### src/rtl/cst_pkg.sv
// ----------------------------------------------------------------------------
// cst_pkg
// sizes, command and status codes, and shared types of the semaphore table
// ----------------------------------------------------------------------------
package cst_pkg;

    // table geometry
    localparam int NUM_SEMAPHORES = 8;
    localparam int NUM_WAITERS    = 8;
    localparam int SLOT_W = (NUM_SEMAPHORES > 1) ? $clog2(NUM_SEMAPHORES) : 1;
    localparam int WAIT_W = (NUM_WAITERS > 1) ? $clog2(NUM_WAITERS) : 1;
    localparam int USED_W = $clog2(NUM_SEMAPHORES + 1);

    // request and response field widths
    localparam int MODE_W   = 4;
    localparam int IDX_W    = 4;
    localparam int GEN_W    = 16;
    localparam int WIDX_W   = 3;
    localparam int PERMIT_W = 16;
    localparam int STATUS_W = 4;

    // command codes
    localparam logic [MODE_W-1:0] MODE_CREATE    = 4'd0;
    localparam logic [MODE_W-1:0] MODE_CLOSE     = 4'd1;
    localparam logic [MODE_W-1:0] MODE_TRY       = 4'd2;
    localparam logic [MODE_W-1:0] MODE_BEGIN     = 4'd3;
    localparam logic [MODE_W-1:0] MODE_POLL      = 4'd4;
    localparam logic [MODE_W-1:0] MODE_CANCEL    = 4'd5;
    localparam logic [MODE_W-1:0] MODE_RELEASE   = 4'd6;
    localparam logic [MODE_W-1:0] MODE_AVAIL     = 4'd7;
    localparam logic [MODE_W-1:0] MODE_RESET_ALL = 4'd8;

    // status codes
    localparam logic [STATUS_W-1:0] STAT_OK            = 4'd0;
    localparam logic [STATUS_W-1:0] STAT_INVALID       = 4'd1;
    localparam logic [STATUS_W-1:0] STAT_STALE         = 4'd2;
    localparam logic [STATUS_W-1:0] STAT_WOULD_BLOCK   = 4'd3;
    localparam logic [STATUS_W-1:0] STAT_EXHAUSTED     = 4'd4;
    localparam logic [STATUS_W-1:0] STAT_DISCONNECTED  = 4'd5;
    localparam logic [STATUS_W-1:0] STAT_INVALID_STATE = 4'd6;
    localparam logic [STATUS_W-1:0] STAT_PENDING       = 4'd7;
    localparam logic [STATUS_W-1:0] STAT_CANCELLED     = 4'd8;

    // sequencer states
    typedef enum logic [2:0] {
        S_IDLE,
        S_SLOT_SCAN,
        S_SWEEP,
        S_LOOKUP,
        S_WAIT_SCAN,
        S_RESP
    } state_t;

    // shared arithmetic unit operations
    typedef enum logic [1:0] {
        ALU_PASS,
        ALU_GEN_ADV,
        ALU_INC_SAT,
        ALU_DEC
    } alu_op_t;

    typedef struct packed {
        alu_op_t            op;
        logic [GEN_W-1:0]   a;
    } alu_req_t;

    // one semaphore slot
    typedef struct packed {
        logic                   alive;
        logic [GEN_W-1:0]       gen;
        logic [PERMIT_W-1:0]    permits;
        logic [NUM_WAITERS-1:0] active;
        logic [NUM_WAITERS-1:0] granted;
    } entry_t;

    // table write port
    typedef struct packed {
        logic               en;
        logic [SLOT_W-1:0]  addr;
        entry_t             data;
    } tbl_wr_t;

endpackage

### src/rtl/cst_if.sv
// ----------------------------------------------------------------------------
// cst_if
// request and response channels of the semaphore table
// ----------------------------------------------------------------------------
interface cst_cmd_if import cst_pkg::*; ();
    logic                   valid;
    logic                   ready;
    logic [MODE_W-1:0]      mode;
    logic [IDX_W-1:0]       sem_index;
    logic [GEN_W-1:0]       handle_generation;
    logic [WIDX_W-1:0]      waiter_index;
    logic [PERMIT_W-1:0]    start_permits;
    logic                   cancel_request;

    modport source (
        output valid, mode, sem_index, handle_generation, waiter_index,
               start_permits, cancel_request,
        input  ready
    );
    modport sink (
        input  valid, mode, sem_index, handle_generation, waiter_index,
               start_permits, cancel_request,
        output ready
    );
endinterface

interface cst_rsp_if import cst_pkg::*; ();
    logic                   valid;
    logic                   ready;
    logic [STATUS_W-1:0]    status;
    logic [IDX_W-1:0]       out_index;
    logic [GEN_W-1:0]       out_generation;
    logic [WIDX_W-1:0]      out_waiter;
    logic [PERMIT_W-1:0]    permits_available;

    modport source (
        output valid, status, out_index, out_generation, out_waiter,
               permits_available,
        input  ready
    );
    modport sink (
        input  valid, status, out_index, out_generation, out_waiter,
               permits_available,
        output ready
    );
endinterface

### src/rtl/cst_alu.sv
// ----------------------------------------------------------------------------
// cst_alu
// shared 16-bit unit: pass, generation advance, saturating increment, decrement
// ----------------------------------------------------------------------------
module cst_alu import cst_pkg::*; (
    input  alu_req_t            req,
    output logic [GEN_W-1:0]    y
);

    logic [GEN_W-1:0] sum;

    // one incrementer and one decrementer share the operand
    assign sum = req.a + GEN_W'(1);

    always_comb
    begin
        unique case (req.op)
            ALU_PASS:    y = req.a;
            ALU_GEN_ADV: y = (&req.a) ? GEN_W'(1) : sum;
            ALU_INC_SAT: y = (&req.a) ? req.a : sum;
            ALU_DEC:     y = req.a - GEN_W'(1);
            default:     y = req.a;
        endcase
    end

endmodule

### src/rtl/cst_table.sv
// ----------------------------------------------------------------------------
// cst_table
// semaphore slot storage, one read address and one write port
// ----------------------------------------------------------------------------
module cst_table import cst_pkg::*; (
    input  logic                clk,
    input  logic                rst_n,
    input  logic [SLOT_W-1:0]   rd_addr,
    output entry_t              rd_data,
    input  tbl_wr_t             wr
);

    entry_t mem_reg [NUM_SEMAPHORES];

    // slot entries, all cleared by reset
    always_ff @(posedge clk or negedge rst_n)
    begin
        if (!rst_n)
        begin
            for (int i = 0; i < NUM_SEMAPHORES; i++)
            begin
                mem_reg[i] <= '0;
            end
        end
        else if (wr.en)
        begin
            mem_reg[wr.addr] <= wr.data;
        end
    end

    // read at the sequencer's current slot
    assign rd_data = mem_reg[rd_addr];

endmodule

### src/rtl/cst_ctrl.sv
// ----------------------------------------------------------------------------
// cst_ctrl
// command sequencer: slot scan, reset sweep, lookup and waiter scan
// ----------------------------------------------------------------------------
module cst_ctrl import cst_pkg::*; (
    input  logic                clk,
    input  logic                rst_n,
    cst_cmd_if.sink             cmd,
    cst_rsp_if.source           rsp,
    output logic [SLOT_W-1:0]   rd_addr,
    input  entry_t              rd_data,
    output tbl_wr_t             wr,
    output alu_req_t            alu_req,
    input  logic [GEN_W-1:0]    alu_y
);

    state_t                 state_reg, state_next;

    // latched request
    logic [MODE_W-1:0]      mode_reg;
    logic [IDX_W-1:0]       index_reg;
    logic [GEN_W-1:0]       gen_reg;
    logic [WIDX_W-1:0]      waiter_reg;
    logic [PERMIT_W-1:0]    init_reg;
    logic                   cancel_reg;

    // counters
    logic [SLOT_W-1:0]      scan_reg, scan_next;
    logic [WAIT_W-1:0]      wscan_reg, wscan_next;
    logic [USED_W-1:0]      used_reg, used_next;

    // response
    logic [STATUS_W-1:0]    status_reg, status_next;
    logic [IDX_W-1:0]       oidx_reg, oidx_next;
    logic [GEN_W-1:0]       ogen_reg, ogen_next;
    logic [WIDX_W-1:0]      owait_reg, owait_next;
    logic [PERMIT_W-1:0]    avail_reg, avail_next;

    logic                   accept;
    logic                   slot_ok;
    logic                   waiter_ok;
    logic                   handle_ok;
    logic [WAIT_W-1:0]      wsel;
    logic                   w_act, w_gr;
    logic                   s_act, s_gr;
    logic                   slot_last, wait_last, sweep_last;
    logic                   mode_bad;
    logic                   is_poll_cancel;

    assign accept = cmd.valid && cmd.ready;

    // conditions decoded from the request and the slot read
    always_comb
    begin
        slot_ok        = int'(index_reg) < NUM_SEMAPHORES;
        waiter_ok      = int'(waiter_reg) < NUM_WAITERS;
        handle_ok      = rd_data.alive && (rd_data.gen == gen_reg);
        wsel           = WAIT_W'(waiter_reg);
        w_act          = rd_data.active[wsel];
        w_gr           = rd_data.granted[wsel];
        s_act          = rd_data.active[wscan_reg];
        s_gr           = rd_data.granted[wscan_reg];
        slot_last      = scan_reg == SLOT_W'(NUM_SEMAPHORES - 1);
        wait_last      = wscan_reg == WAIT_W'(NUM_WAITERS - 1);
        sweep_last     = (USED_W'(scan_reg) + USED_W'(1)) == used_reg;
        mode_bad       = (mode_reg > MODE_RESET_ALL) || !slot_ok;
        is_poll_cancel = (mode_reg == MODE_POLL) || (mode_reg == MODE_CANCEL);
    end

    // table address: the request's slot or the scan position
    assign rd_addr = ((state_reg == S_LOOKUP) || (state_reg == S_WAIT_SCAN)) ?
                     SLOT_W'(index_reg) : scan_reg;

    // next state
    always_comb
    begin
        state_next = state_reg;
        unique case (state_reg)
            S_IDLE:
            begin
                if (cmd.valid)
                begin
                    if (cmd.mode == MODE_CREATE)
                        state_next = S_SLOT_SCAN;
                    else if (cmd.mode == MODE_RESET_ALL)
                        state_next = (used_reg == '0) ? S_RESP : S_SWEEP;
                    else
                        state_next = S_LOOKUP;
                end
            end
            S_SLOT_SCAN:
            begin
                if (!rd_data.alive || slot_last)
                    state_next = S_RESP;
            end
            S_SWEEP:
            begin
                if (sweep_last)
                    state_next = S_RESP;
            end
            S_LOOKUP:
            begin
                if (((mode_reg == MODE_BEGIN) || (mode_reg == MODE_RELEASE)) &&
                    slot_ok && handle_ok)
                    state_next = S_WAIT_SCAN;
                else
                    state_next = S_RESP;
            end
            S_WAIT_SCAN:
            begin
                if (mode_reg == MODE_BEGIN)
                begin
                    if (!s_act || wait_last)
                        state_next = S_RESP;
                end
                else if ((s_act && !s_gr) || wait_last)
                begin
                    state_next = S_RESP;
                end
            end
            S_RESP:
            begin
                if (rsp.ready)
                    state_next = S_IDLE;
            end
            default:
            begin
                state_next = S_IDLE;
            end
        endcase
    end

    // datapath: table writes, shared unit requests, counters and response
    always_comb
    begin
        wr.en       = 1'b0;
        wr.addr     = rd_addr;
        wr.data     = rd_data;
        alu_req.op  = ALU_PASS;
        alu_req.a   = rd_data.permits;
        scan_next   = scan_reg;
        wscan_next  = wscan_reg;
        used_next   = used_reg;
        status_next = status_reg;
        oidx_next   = oidx_reg;
        ogen_next   = ogen_reg;
        owait_next  = owait_reg;
        avail_next  = avail_reg;

        unique case (state_reg)
            S_IDLE:
            begin
                if (cmd.valid)
                begin
                    scan_next   = '0;
                    wscan_next  = '0;
                    status_next = STAT_OK;
                    oidx_next   = '0;
                    ogen_next   = '0;
                    owait_next  = '0;
                    avail_next  = '0;
                end
            end

            // first dead slot takes the new handle
            S_SLOT_SCAN:
            begin
                alu_req.op = ALU_GEN_ADV;
                alu_req.a  = rd_data.gen;
                scan_next  = scan_reg + SLOT_W'(1);
                if (!rd_data.alive)
                begin
                    wr.en           = 1'b1;
                    wr.data.alive   = 1'b1;
                    wr.data.gen     = alu_y;
                    wr.data.permits = init_reg;
                    wr.data.active  = '0;
                    wr.data.granted = '0;
                    status_next     = STAT_OK;
                    oidx_next       = IDX_W'(scan_reg);
                    ogen_next       = alu_y;
                    if (USED_W'(scan_reg) >= used_reg)
                        used_next = USED_W'(scan_reg) + USED_W'(1);
                end
                else if (slot_last)
                begin
                    status_next = STAT_EXHAUSTED;
                end
            end

            // retire every slot below the high-water mark
            S_SWEEP:
            begin
                alu_req.op      = ALU_GEN_ADV;
                alu_req.a       = rd_data.gen;
                wr.en           = 1'b1;
                wr.data.alive   = 1'b0;
                wr.data.gen     = alu_y;
                wr.data.permits = '0;
                wr.data.active  = '0;
                wr.data.granted = '0;
                scan_next       = scan_reg + SLOT_W'(1);
                if (sweep_last)
                    used_next = '0;
            end

            S_LOOKUP:
            begin
                priority if (mode_reg == MODE_AVAIL)
                begin
                    if (slot_ok && handle_ok)
                        avail_next = rd_data.permits;
                end
                else if (mode_bad)
                begin
                    status_next = STAT_INVALID;
                end
                else if (is_poll_cancel && !waiter_ok)
                begin
                    status_next = STAT_INVALID;
                end
                else if (mode_reg == MODE_POLL)
                begin
                    priority if (!handle_ok)
                    begin
                        status_next = STAT_DISCONNECTED;
                    end
                    else if (!w_act)
                    begin
                        status_next = STAT_INVALID_STATE;
                    end
                    else if (cancel_reg)
                    begin
                        // a granted permit is dropped with the waiter
                        wr.en                 = 1'b1;
                        wr.data.active[wsel]  = 1'b0;
                        wr.data.granted[wsel] = 1'b0;
                        status_next           = STAT_CANCELLED;
                    end
                    else if (w_gr)
                    begin
                        wr.en                 = 1'b1;
                        wr.data.active[wsel]  = 1'b0;
                        wr.data.granted[wsel] = 1'b0;
                        oidx_next             = index_reg;
                        ogen_next             = gen_reg;
                    end
                    else if (rd_data.permits != '0)
                    begin
                        alu_req.op            = ALU_DEC;
                        wr.en                 = 1'b1;
                        wr.data.permits       = alu_y;
                        wr.data.active[wsel]  = 1'b0;
                        wr.data.granted[wsel] = 1'b0;
                        oidx_next             = index_reg;
                        ogen_next             = gen_reg;
                    end
                    else
                    begin
                        status_next = STAT_PENDING;
                    end
                end
                else if (mode_reg == MODE_CANCEL)
                begin
                    // granted permit goes back to the pool
                    if (handle_ok && w_act)
                    begin
                        alu_req.op            = w_gr ? ALU_INC_SAT : ALU_PASS;
                        wr.en                 = 1'b1;
                        wr.data.permits       = alu_y;
                        wr.data.active[wsel]  = 1'b0;
                        wr.data.granted[wsel] = 1'b0;
                    end
                end
                else if (!handle_ok)
                begin
                    status_next = STAT_STALE;
                end
                else if (mode_reg == MODE_CLOSE)
                begin
                    wr.en           = 1'b1;
                    wr.data.alive   = 1'b0;
                    wr.data.active  = '0;
                    wr.data.granted = '0;
                end
                else if (mode_reg == MODE_TRY)
                begin
                    if (rd_data.permits != '0)
                    begin
                        alu_req.op      = ALU_DEC;
                        wr.en           = 1'b1;
                        wr.data.permits = alu_y;
                        oidx_next       = index_reg;
                        ogen_next       = gen_reg;
                    end
                    else
                    begin
                        status_next = STAT_WOULD_BLOCK;
                    end
                end
                else
                begin
                    // begin and release continue in the waiter scan
                    wscan_next = '0;
                end
            end

            S_WAIT_SCAN:
            begin
                wscan_next = wscan_reg + WAIT_W'(1);
                if (mode_reg == MODE_BEGIN)
                begin
                    // lowest free waiter slot
                    if (!s_act)
                    begin
                        wr.en                      = 1'b1;
                        wr.data.active[wscan_reg]  = 1'b1;
                        wr.data.granted[wscan_reg] = 1'b0;
                        status_next                = STAT_OK;
                        oidx_next                  = index_reg;
                        ogen_next                  = gen_reg;
                        owait_next                 = WIDX_W'(wscan_reg);
                    end
                    else if (wait_last)
                    begin
                        status_next = STAT_EXHAUSTED;
                    end
                end
                else
                begin
                    // lowest waiting, ungranted waiter gets the permit
                    if (s_act && !s_gr)
                    begin
                        wr.en                      = 1'b1;
                        wr.data.granted[wscan_reg] = 1'b1;
                    end
                    else if (wait_last)
                    begin
                        alu_req.op      = ALU_INC_SAT;
                        wr.en           = 1'b1;
                        wr.data.permits = alu_y;
                    end
                end
            end

            S_RESP:
            begin
            end

            default:
            begin
            end
        endcase
    end

    // control registers
    always_ff @(posedge clk or negedge rst_n)
    begin
        if (!rst_n)
        begin
            state_reg <= S_IDLE;
            scan_reg  <= '0;
            wscan_reg <= '0;
            used_reg  <= '0;
        end
        else
        begin
            state_reg <= state_next;
            scan_reg  <= scan_next;
            wscan_reg <= wscan_next;
            used_reg  <= used_next;
        end
    end

    // request and response payload
    always_ff @(posedge clk)
    begin
        if (accept)
        begin
            mode_reg   <= cmd.mode;
            index_reg  <= cmd.sem_index;
            gen_reg    <= cmd.handle_generation;
            waiter_reg <= cmd.waiter_index;
            init_reg   <= cmd.start_permits;
            cancel_reg <= cmd.cancel_request;
        end
        status_reg <= status_next;
        oidx_reg   <= oidx_next;
        ogen_reg   <= ogen_next;
        owait_reg  <= owait_next;
        avail_reg  <= avail_next;
    end

    // handshakes
    assign cmd.ready             = state_reg == S_IDLE;
    assign rsp.valid             = state_reg == S_RESP;
    assign rsp.status            = status_reg;
    assign rsp.out_index         = oidx_reg;
    assign rsp.out_generation    = ogen_reg;
    assign rsp.out_waiter        = owait_reg;
    assign rsp.permits_available = avail_reg;

endmodule

### src/rtl/counting_semaphore_table_top.sv
// ----------------------------------------------------------------------------
// counting_semaphore_table_top
// table of counting semaphores with generation-checked handles and waiters
// ----------------------------------------------------------------------------
//  channel   dir   handshake      contents
//  cmd       in    valid/ready    mode, slot, generation, waiter, permits, cancel
//  rsp       out   valid/ready    status, slot, generation, waiter, available
//
//  one request at a time; cmd.ready is high only while the sequencer is idle
//  close, try_acquire, poll, cancel, available: lookup of the slot, then response
//  create: slot scan over k slots (1 to NUM_SEMAPHORES), then response
//  begin, release: lookup; on a valid handle, scan of k waiter bits (1 to NUM_WAITERS)
//  reset_all: sweep of slots in use, if any; the table port does one slot per cycle
//  the response holds until rsp.ready; reset clears the whole table at once
// ----------------------------------------------------------------------------
module counting_semaphore_table_top import cst_pkg::*; (
    input  logic        clk,
    input  logic        rst_n,
    cst_cmd_if.sink     cmd,
    cst_rsp_if.source   rsp
);

    logic [SLOT_W-1:0]  rd_addr;
    entry_t             rd_data;
    tbl_wr_t            wr;
    alu_req_t           alu_req;
    logic [GEN_W-1:0]   alu_y;

    // sequencer
    cst_ctrl u_ctrl (
        .clk     (clk),
        .rst_n   (rst_n),
        .cmd     (cmd),
        .rsp     (rsp),
        .rd_addr (rd_addr),
        .rd_data (rd_data),
        .wr      (wr),
        .alu_req (alu_req),
        .alu_y   (alu_y)
    );

    // slot storage
    cst_table u_table (
        .clk     (clk),
        .rst_n   (rst_n),
        .rd_addr (rd_addr),
        .rd_data (rd_data),
        .wr      (wr)
    );

    // shared arithmetic
    cst_alu u_alu (
        .req (alu_req),
        .y   (alu_y)
    );

endmodule

### src/flat_wrapper.sv
// flat-port wrapper written by rule: the top's interface ports become plain ports
module counting_semaphore_table_top_flat import cst_pkg::*;
  (clk, rst_n, cmd_valid, cmd_mode, cmd_sem_index, cmd_handle_generation, cmd_waiter_index, cmd_start_permits, cmd_cancel_request, cmd_ready, rsp_valid, rsp_status, rsp_out_index, rsp_out_generation, rsp_out_waiter, rsp_permits_available, rsp_ready);
  cst_cmd_if cmd_i ();
  cst_rsp_if rsp_i ();
  input  logic clk;
  input  logic rst_n;
  input wire logic [$bits(cmd_i.valid)-1:0] cmd_valid;
  input wire logic [$bits(cmd_i.mode)-1:0] cmd_mode;
  input wire logic [$bits(cmd_i.sem_index)-1:0] cmd_sem_index;
  input wire logic [$bits(cmd_i.handle_generation)-1:0] cmd_handle_generation;
  input wire logic [$bits(cmd_i.waiter_index)-1:0] cmd_waiter_index;
  input wire logic [$bits(cmd_i.start_permits)-1:0] cmd_start_permits;
  input wire logic [$bits(cmd_i.cancel_request)-1:0] cmd_cancel_request;
  output wire logic [$bits(cmd_i.ready)-1:0] cmd_ready;
  output wire logic [$bits(rsp_i.valid)-1:0] rsp_valid;
  output wire logic [$bits(rsp_i.status)-1:0] rsp_status;
  output wire logic [$bits(rsp_i.out_index)-1:0] rsp_out_index;
  output wire logic [$bits(rsp_i.out_generation)-1:0] rsp_out_generation;
  output wire logic [$bits(rsp_i.out_waiter)-1:0] rsp_out_waiter;
  output wire logic [$bits(rsp_i.permits_available)-1:0] rsp_permits_available;
  input wire logic [$bits(rsp_i.ready)-1:0] rsp_ready;
  assign cmd_i.valid = cmd_valid;
  assign cmd_i.mode = cmd_mode;
  assign cmd_i.sem_index = cmd_sem_index;
  assign cmd_i.handle_generation = cmd_handle_generation;
  assign cmd_i.waiter_index = cmd_waiter_index;
  assign cmd_i.start_permits = cmd_start_permits;
  assign cmd_i.cancel_request = cmd_cancel_request;
  assign cmd_ready = cmd_i.ready;
  assign rsp_valid = rsp_i.valid;
  assign rsp_status = rsp_i.status;
  assign rsp_out_index = rsp_i.out_index;
  assign rsp_out_generation = rsp_i.out_generation;
  assign rsp_out_waiter = rsp_i.out_waiter;
  assign rsp_permits_available = rsp_i.permits_available;
  assign rsp_i.ready = rsp_ready;
  counting_semaphore_table_top u_core (.clk(clk), .rst_n(rst_n), .cmd(cmd_i), .rsp(rsp_i));
endmodule
### config.mk
export PLATFORM = sky130hd
export DESIGN_NAME = counting_semaphore_table_top_flat
export DESIGN_NICKNAME = d
export VERILOG_FILES = /design/src/rtl/cst_pkg.sv /design/src/rtl/cst_if.sv /design/src/rtl/cst_alu.sv /design/src/rtl/cst_table.sv /design/src/rtl/cst_ctrl.sv /design/src/rtl/counting_semaphore_table_top.sv /design/src/flat_wrapper.sv
export SDC_FILE = /design/constraint.sdc
export NUM_CORES = 1
export LEC_CHECK = 0
export BUFFER_PORTS_ARGS = -buffer_cell sky130_fd_sc_hd__buf_2
export CORE_UTILIZATION = 45
export DETAILED_ROUTE_END_ITERATION = 8
export GPL_TIMING_DRIVEN = 0
export REMOVE_ABC_BUFFERS = 1
export SLEW_MARGIN = 40
export SYNTH_ARGS = -nofsm -noshare
export SYNTH_HDL_FRONTEND = slang
export SYNTH_SLANG_ARGS = --single-unit
### constraint.sdc
create_clock -name clk -period 15 [get_ports clk]
set_clock_uncertainty 0.15 [all_clocks]
set_input_delay 3 -clock clk [delete_from_list [all_inputs] [get_ports clk]]
set_output_delay 3 -clock clk [all_outputs]
set_load 0.1 [all_outputs]
==> results.md, run 1 <==
- Cells on worst reg2reg path: 24
- Required time of the critical path: 15,450 ps
- Worst Tran Pin Value: 978.3 ps
- First DRT Iteration DRCs: 2,428
- Gpl congestion: 0.9519
- Final setup fails: 0
- Drt pass-1 iters: 5
- Hpwl dp: 71,640 um
- R2R Setup Slk: 6400 ps
- Area grow syn2layout: 16.62%
- Main synth FF type: dfrtp_1
- Post-DR vias/cell: 6.442
- WL final: 98,710 um
- Clock transition at path regs: 60 ps
- Worst R2R End: u_core.u_table.mem_reg[274]$_DFFE_PN0P_
- Dpl cell area: 28,560 um2
- First-pass GRT wire length: 147,800 um
- Gr usage total: 0.3356
- Post-CTS Resized: 0
- Hold Crit Class: flip-flop to flip-flop
- Count leader, synth: nand2_1
- Die area: 58,750 um2
- Worst flop-to-flop path startpoint: u_core.u_ctrl.state_reg[2]$_DFFE_PN0P_
- Post-route minimum period: 8597 ps
- Avg Cell Area, Syn: 9.609 um2
- NumNets Final: 2,827
- Post-synth EDFFs: 87
- Sequential fraction of the synthesis area: 0.4902
- Fillers: 5,078
- Synth top cells by count: nand2_1 (450), dfrtp_1 (405), o21ai_0 (301), nor2_1 (151), mux2_2 (139)
- Final worst-path cycle share: 0.5731
- YS warnings: 0
- Initial Util: 0.4585
- Root Buffer: clkbuf_16
- Die Height: 242.4 um
- Total gr overflow: 0
- CP Capture Type: flip-flop
- Hold Path Origin: u_core.u_table.mem_reg[341]$_DFFE_PN0P_
- Data arrival, critical path: 9040 ps
- Area share of the largest cell type after synthesis: 0.3898
- Share of layout cells above drive strength 1: 0.1934
- Routed len/inst: 27.66 um
- Max Slew Vio Count: 0
- Largest net degree at the start of global routing: 80
- Largest area contributor in the netlist: dfrtp_1
- Clock Sink Count: 492
- Worst min-delay path endpoint: u_core.u_table.mem_reg[341]$_DFFE_PN0P_
- Synth top area cells: dfrtp_1 (39%), edfxtp_1 (10%), nand2_1 (6.5%), mux2_2 (6.0%), o21ai_0 (5.8%)
- Syn Inst Count: 2,706
- Post-route cell area: 30,330 um2
- Slew headroom: 0.3439
- H-tree depth: 2
- Ant diodes: 0
- Max-Cap Viols: 0
- FP Rows: 87
- Initial antenna violation count: 1
- Seq cells post-synth: 492
- Routed vias: 22,990
- Hold path cells: 2
- Num CTS Buffers: 53
- Mapped Area: 26,000 um2
- Die W: 242.4 um
- Clock buffer depth: 3
- Final hold vios: 0
- Startpoint Class: flip-flop
- Worst Path Max Fanout: 56
- Worst skew pair latency: 660 ps
- Post-CTS setup buffers: 0
- # IOs: 93
- Crit Path Category: flip-flop to flip-flop
- CTS tree: yes
- Largest register FFs: 392
- Synth unique cells: 107
- Core Region: 56,710 um2
- Drt drc: 0
- FMAX: 0.1163 GHz
- Vias in the first global route: 22,200
- Number of port buffers: 92
- RSZ-0062 raised after global routing: no
- Asr flop ratio synth: 0.8232
- Hold-fix buffers, CTS: 0
- Post-route ant nets: 0
- Status: completed
==> critical path, cell delays in order (launching register included) <==
cell and delay (ps):
dfrtp_2 790, nor2b_1 310, a31oi_4 430, buf_8 240, buf_8 200, buf_16 170, buf_16 160, nand2_8 190
buf_16 270, mux2i_1 170, a222oi_1 350, a21boi_1 720, nand2_1 110, nand2_1 140, ha_1 270, and2_1 160
a32oi_1 230, nor4_4 600, nand3_1 500, inv_1 370, o31ai_1 150, a211oi_2 570, o21ai_0 250, a21oi_2 620
mux2_2 290
==> layout by cell type (no fill, tap or decap), drive strengths merged, types with 65 or more instances in the layout <==
| master | netlist | final |
|---|---|---|
| buf | 80 | 197 |
| a21oi | 139 | 139 |
| and3 | 68 | 68 |
| clkbuf | 110 | 81 |
| nor2 | 153 | 153 |
| mux2 | 140 | 140 |
| nand2 | 452 | 452 |
| edfxtp | 87 | 87 |
| nand3 | 88 | 88 |
| dfrtp | 405 | 405 |
| a211oi | 65 | 65 |
| o21ai | 330 | 330 |
==> cell type report <==
cell class | instances | area [um2] | share of cell area
repair buffers | 198 | 1986 | 0.06548
clock inverters | 18 | 180.2 | 0.005941
flip-flops and latches | 492 | 12750 | 0.4205
inverters | 35 | 133.9 | 0.004415
clock buffers | 81 | 1531 | 0.05050
multi-input cells | 1989 | 12800 | 0.4220
well taps | 756 | 945.9 | 0.03119
==> kinds of logic after synthesis <==
| family | Yosys count | share of synthesized area |
|---|---|---|
| fa+ha+maj | 10 | 0.004812 |
| flops | 492 | 0.4902 |
| mux | 164 | 0.06987 |
| compound gates | 839 | 0.2132 |
| xor+xnor | 29 | 0.009768 |
| buf+inv | 225 | 0.03869 |
| simple gates | 947 | 0.1735 |
==> through the flow <==
stage / utilization / TNS, ps / instances / worst slack, ps / hold slack [ps]
after floorplan: - / 0 / 2516 / 5904 / 280.5
after global placement: 0.4679 / -136510 / 3364 / -3174 / 296.7
after detailed placement: 0.5037 / 0 / 3470 / 6395 / 306.0
after CTS: 0.5338 / 0 / 3569 / 6388 / 319.2
after global routing: 0.5347 / 0 / 3569 / 5978 / 337.4
final: 0.5347 / 0 / 3569 / 6403 / 319.6
==> layer usage <==
layer  up-vias  wire length [um]  GRT usage
li1      10090                 -          -
met4         0              4592     0.1487
met2      1173             42730     0.4925
met1     11500             42670     0.4767
met3       230              8711    0.07001
met5         -                 0          0
==> worst max-delay path by stage <==
| stage | start | end | slack [ps] | cells after the start |
|---|---|---|---|---|
| floorplan | u_core.u_ctrl.state_reg[0]$_DFFE_PN0P_ | u_core.u_table.mem_reg[344]$_DFFE_PN0P_ | 5900 | 13 |
| global placement | u_core.u_ctrl.state_reg[0]$_DFFE_PN0P_ | u_core.u_table.mem_reg[380]$_DFFE_PN0P_ | -3170 | 13 |
| detailed placement | u_core.u_ctrl.state_reg[1]$_DFFE_PN0P_ | u_core.u_table.mem_reg[25]$_DFFE_PN0P_ | 6400 | 24 |
| CTS | u_core.u_ctrl.state_reg[1]$_DFFE_PN0P_ | u_core.u_table.mem_reg[25]$_DFFE_PN0P_ | 6390 | 24 |
| global route | u_core.u_ctrl.state_reg[1]$_DFFE_PN0P_ | u_core.u_table.mem_reg[221]$_DFFE_PN0P_ | 5980 | 24 |
| finish | u_core.u_ctrl.state_reg[2]$_DFFE_PN0P_ | u_core.u_table.mem_reg[274]$_DFFE_PN0P_ | 6400 | 24 |
Power of run 1 is left out: the tool's default activity adds up to more than one toggle a clock period on the data nets, which glitch-free logic cannot reach.
==> inputs of run 2 (changes only) <==
- ABC_AREA: not set -> 1
- clock period: 15 -> 8.9 ns (I/O delays scaled with it)
==> run 2 against run 1 <==
Compared with the run above:
- via count is 15% higher
- largest cell class unchanged
- utilization is 2.3 points lower
- critical endpoint is now u_core.u_table.mem_reg[111]$_DFFE_PN0P_
- sequential share of layout area is 1.1 points lower
- hold slack better by 5.1 ps
- synthesized area is 7.3% higher
==> results.md, run 2 <==
- Buf/Inv on CP: 3 (-3)
- Avg Cell Area, Syn: 6.984 um2 (-27%)
- Worst-path cell chain: nor2_4, nand2_4, nand3_4, nand2_8, buf_16, nand2_1, nand3_1, nand2_1, nor2_1, nor2_1, nor2_1, nand3_1, nor2_1, nand4_1, inv_1, nand2_1, o2111ai_1, nand2_1, o2111ai_4, nand2_4, inv_4, o21ai_0
- Hold-fix buffers, CTS: 0 (unchanged)
- Post-CTS setup buffers: 0 (unchanged)
- Seq cells post-synth: 492 (unchanged)
- Leading cell type in the layout, fill and taps excluded: nand2_1
- # IOs: 93 (unchanged)
- Post-CTS Resized: 0 (unchanged)
- CTS tree: yes
- Status: completed
- Count leader, synth: nand2_1
- Syn Inst Count: 3,995 (+48%)
- First DRT Iteration DRCs: 2,797 (+15%)
- Startpoint Class: flip-flop
- Die Height: 251.0 um (+3.6%)
- Root Buffer: clkbuf_16
- Final hold vios: 0 (unchanged)
- Post-route ant nets: 0 (unchanged)
- First-pass GRT wire length: 148,300 um (+0.35%)
- Largest net degree at the start of global routing: 78 (-2.5%)
- RSZ-0062 raised after global routing: no
- CP Capture Type: flip-flop
- Largest area contributor in the netlist: dfrtp_1
- Routed len/inst: 20.19 um (-27%)
- Max-Cap Viols: 0 (unchanged)
- Crit Path Category: flip-flop to flip-flop
- Worst skew pair latency: 620 ps (-40 ps)
- Fin worst setup slack: 1005 ps (-5399 ps)
- Initial antenna violation count: 0 (-1)
- Core Region: 60,810 um2 (+7.2%)
- Max Slew Vio Count: 0 (unchanged)
- WL final: 97,160 um (-1.6%)
- Final setup fails: 0 (unchanged)
- Die area: 63,010 um2 (+7.2%)
- NumNets Final: 4,046 (+43%)
- Area grow syn2layout: 11.58%
- Vias in the first global route: 24,360 (+9.7%)
- Gpl congestion: 0.9766 (+2.6%)
- Synth unique cells: 55 (-49%)
- Worst Path Max Fanout: 73 (+30%)
- Mapped Area: 27,900 um2 (+7.3%)
- Die W: 251.0 um (+3.6%)
- Final worst-path cycle share: 0.8871 (+0.3140)
- Drt drc: 0 (unchanged)
- Clock transition at path regs: 60 ps (about the same)
- Total gr overflow: 0 (unchanged)
- Sequential fraction of the synthesis area: 0.4568 (-0.03339)
- Clock Sink Count: 492 (unchanged)
- Most frequent cells in the layout: nand2_1 (1,914), dfrtp_1 (405), inv_1 (311), nand3_1 (284), o21ai_0 (251)
- CP max-delay cell: inv_4
- Number of port buffers: 92 (unchanged)
- Synth top area cells: dfrtp_1 (36%), nand2_1 (26%), edfxtp_1 (9.4%), nand3_1 (5.1%), o21ai_0 (4.5%)
- Clock buffer depth: 3 (unchanged)
- Slew headroom: 0.3699 (+0.02599)
- Ant diodes: 0 (unchanged)
- Post-synth EDFFs: 87 (unchanged)
- Num CTS Buffers: 56 (+5.7%)
- Hold Crit Class: flip-flop to flip-flop
- Data arrival, critical path: 8200 ps (-840 ps)
- Largest stage delay on the critical path: 880 ps (+90 ps)
- YS warnings: 0 (unchanged)
- Gr usage total: 0.3080 (-0.02767)
- Required time of the critical path: 9200 ps (-6250 ps)
- Worst Tran Pin Value: 938.0 ps (-40.31 ps)
- Fin util: 0.5120 (-0.02272)
- Routed vias: 26,500 (+15%)
- FP Rows: 90 (+3.4%)
- Worst slack, placed: 1321 ps (-5074 ps)
- Share of layout cells above drive strength 1: 0.07715 (-0.1162)
- Asr flop ratio synth: 0.8232 (unchanged)
- Largest register FFs: 392 (unchanged)
- Area share of the largest cell type after synthesis: 0.3632 (-0.02655)
- Synth top cells by count: nand2_1 (1,917), dfrtp_1 (405), inv_1 (315), nand3_1 (284), o21ai_0 (252)
- H-tree depth: 2 (unchanged)
- FMAX: 0.1267 GHz (+8.9%)
- Family with the most delay on the worst path: simple AND/OR/NAND/NOR gates
- Main synth FF type: dfrtp_1
- Hpwl dp: 60,830 um (-15%)
- Drt pass-1 iters: 6 (+1)
- Post-DR vias/cell: 5.507 (-15%)
- Post-route minimum period: 7895 ps (-701.1 ps)
- Initial Util: 0.4589 (about the same)
## run 2: final timing paths
check | start | endpoint | slack, ps | cells after the start
hold / removal | u_core.u_table.mem_reg[85]$_DFFE_PN0P_ | u_core.u_table.mem_reg[85]$_DFFE_PN0P_ | 320 | 2
hold reg to reg | u_core.u_table.mem_reg[85]$_DFFE_PN0P_ | u_core.u_table.mem_reg[85]$_DFFE_PN0P_ | 320 | 2
min in group asynchronous | rst_n | u_core.u_table.mem_reg[158]$_DFFE_PN0P_ | 940 | 1
setup / recovery | u_core.u_ctrl.state_reg[1]$_DFFE_PN0P_ | u_core.u_table.mem_reg[111]$_DFFE_PN0P_ | 1000 | 22
max in group asynchronous | rst_n | u_core.u_table.mem_reg[350]$_DFFE_PN0P_ | 6610 | 3
setup reg to reg | u_core.u_ctrl.state_reg[1]$_DFFE_PN0P_ | u_core.u_table.mem_reg[111]$_DFFE_PN0P_ | 1000 | 22
## run 2: logic make-up after synthesis
group | after synthesis | synth area share
and+or+nand+nor | 2479 | 0.3595
buffers and inverters | 517 | 0.07686
DFF | 492 | 0.4568
AOI/OAI and AO/OA | 482 | 0.09757
adders and majority gates | 10 | 0.004484
xor gates and xnor gates | 15 | 0.004708
## run 2: final cells by class
cell class | instances | area, um2
fill | 6150 | 29670
tap | 782 | 978.4
timing repair buffer | 120 | 1056
clock inverter | 16 | 201.4
inverter | 332 | 1271
multi-input combinational | 2986 | 13250
clock buffer | 85 | 1632
sequential | 492 | 12750
## run 2: layer usage
layer	wire [um]	track usage	vias to the layer above
li1	-	-	12700
met1	43080	0.4431	12510
met4	3352	0.1087	0
met3	7948	0.04628	191
met5	0	0	-
met2	42780	0.4713	1105
## run 2: metrics by stage
| step | cells | TNS (ps) | hold slack [ps] | cell area (um2) |
|---|---|---|---|---|
| 2_1_floorplan | 3810 | 0 | 290.3 | 27000 |
| 3_3_place_gp | 4684 | -2805660 | 305.0 | 28440 |
| 3_5_place_dp | 4711 | 0 | 307.7 | 29280 |
| 4_1_cts | 4812 | 0 | 323.8 | 31110 |
| 5_1_grt | 4813 | 0 | 335.9 | 31130 |
| 6_report | 4813 | 0 | 324.7 | 31130 |
## run 2: tightest hold or removal path, cell delays in order (launching register included)
cell	delay, ps
dfrtp_1	330
nand2_1	60
nand2_1	50
Power of run 2 is left out for the same reason.
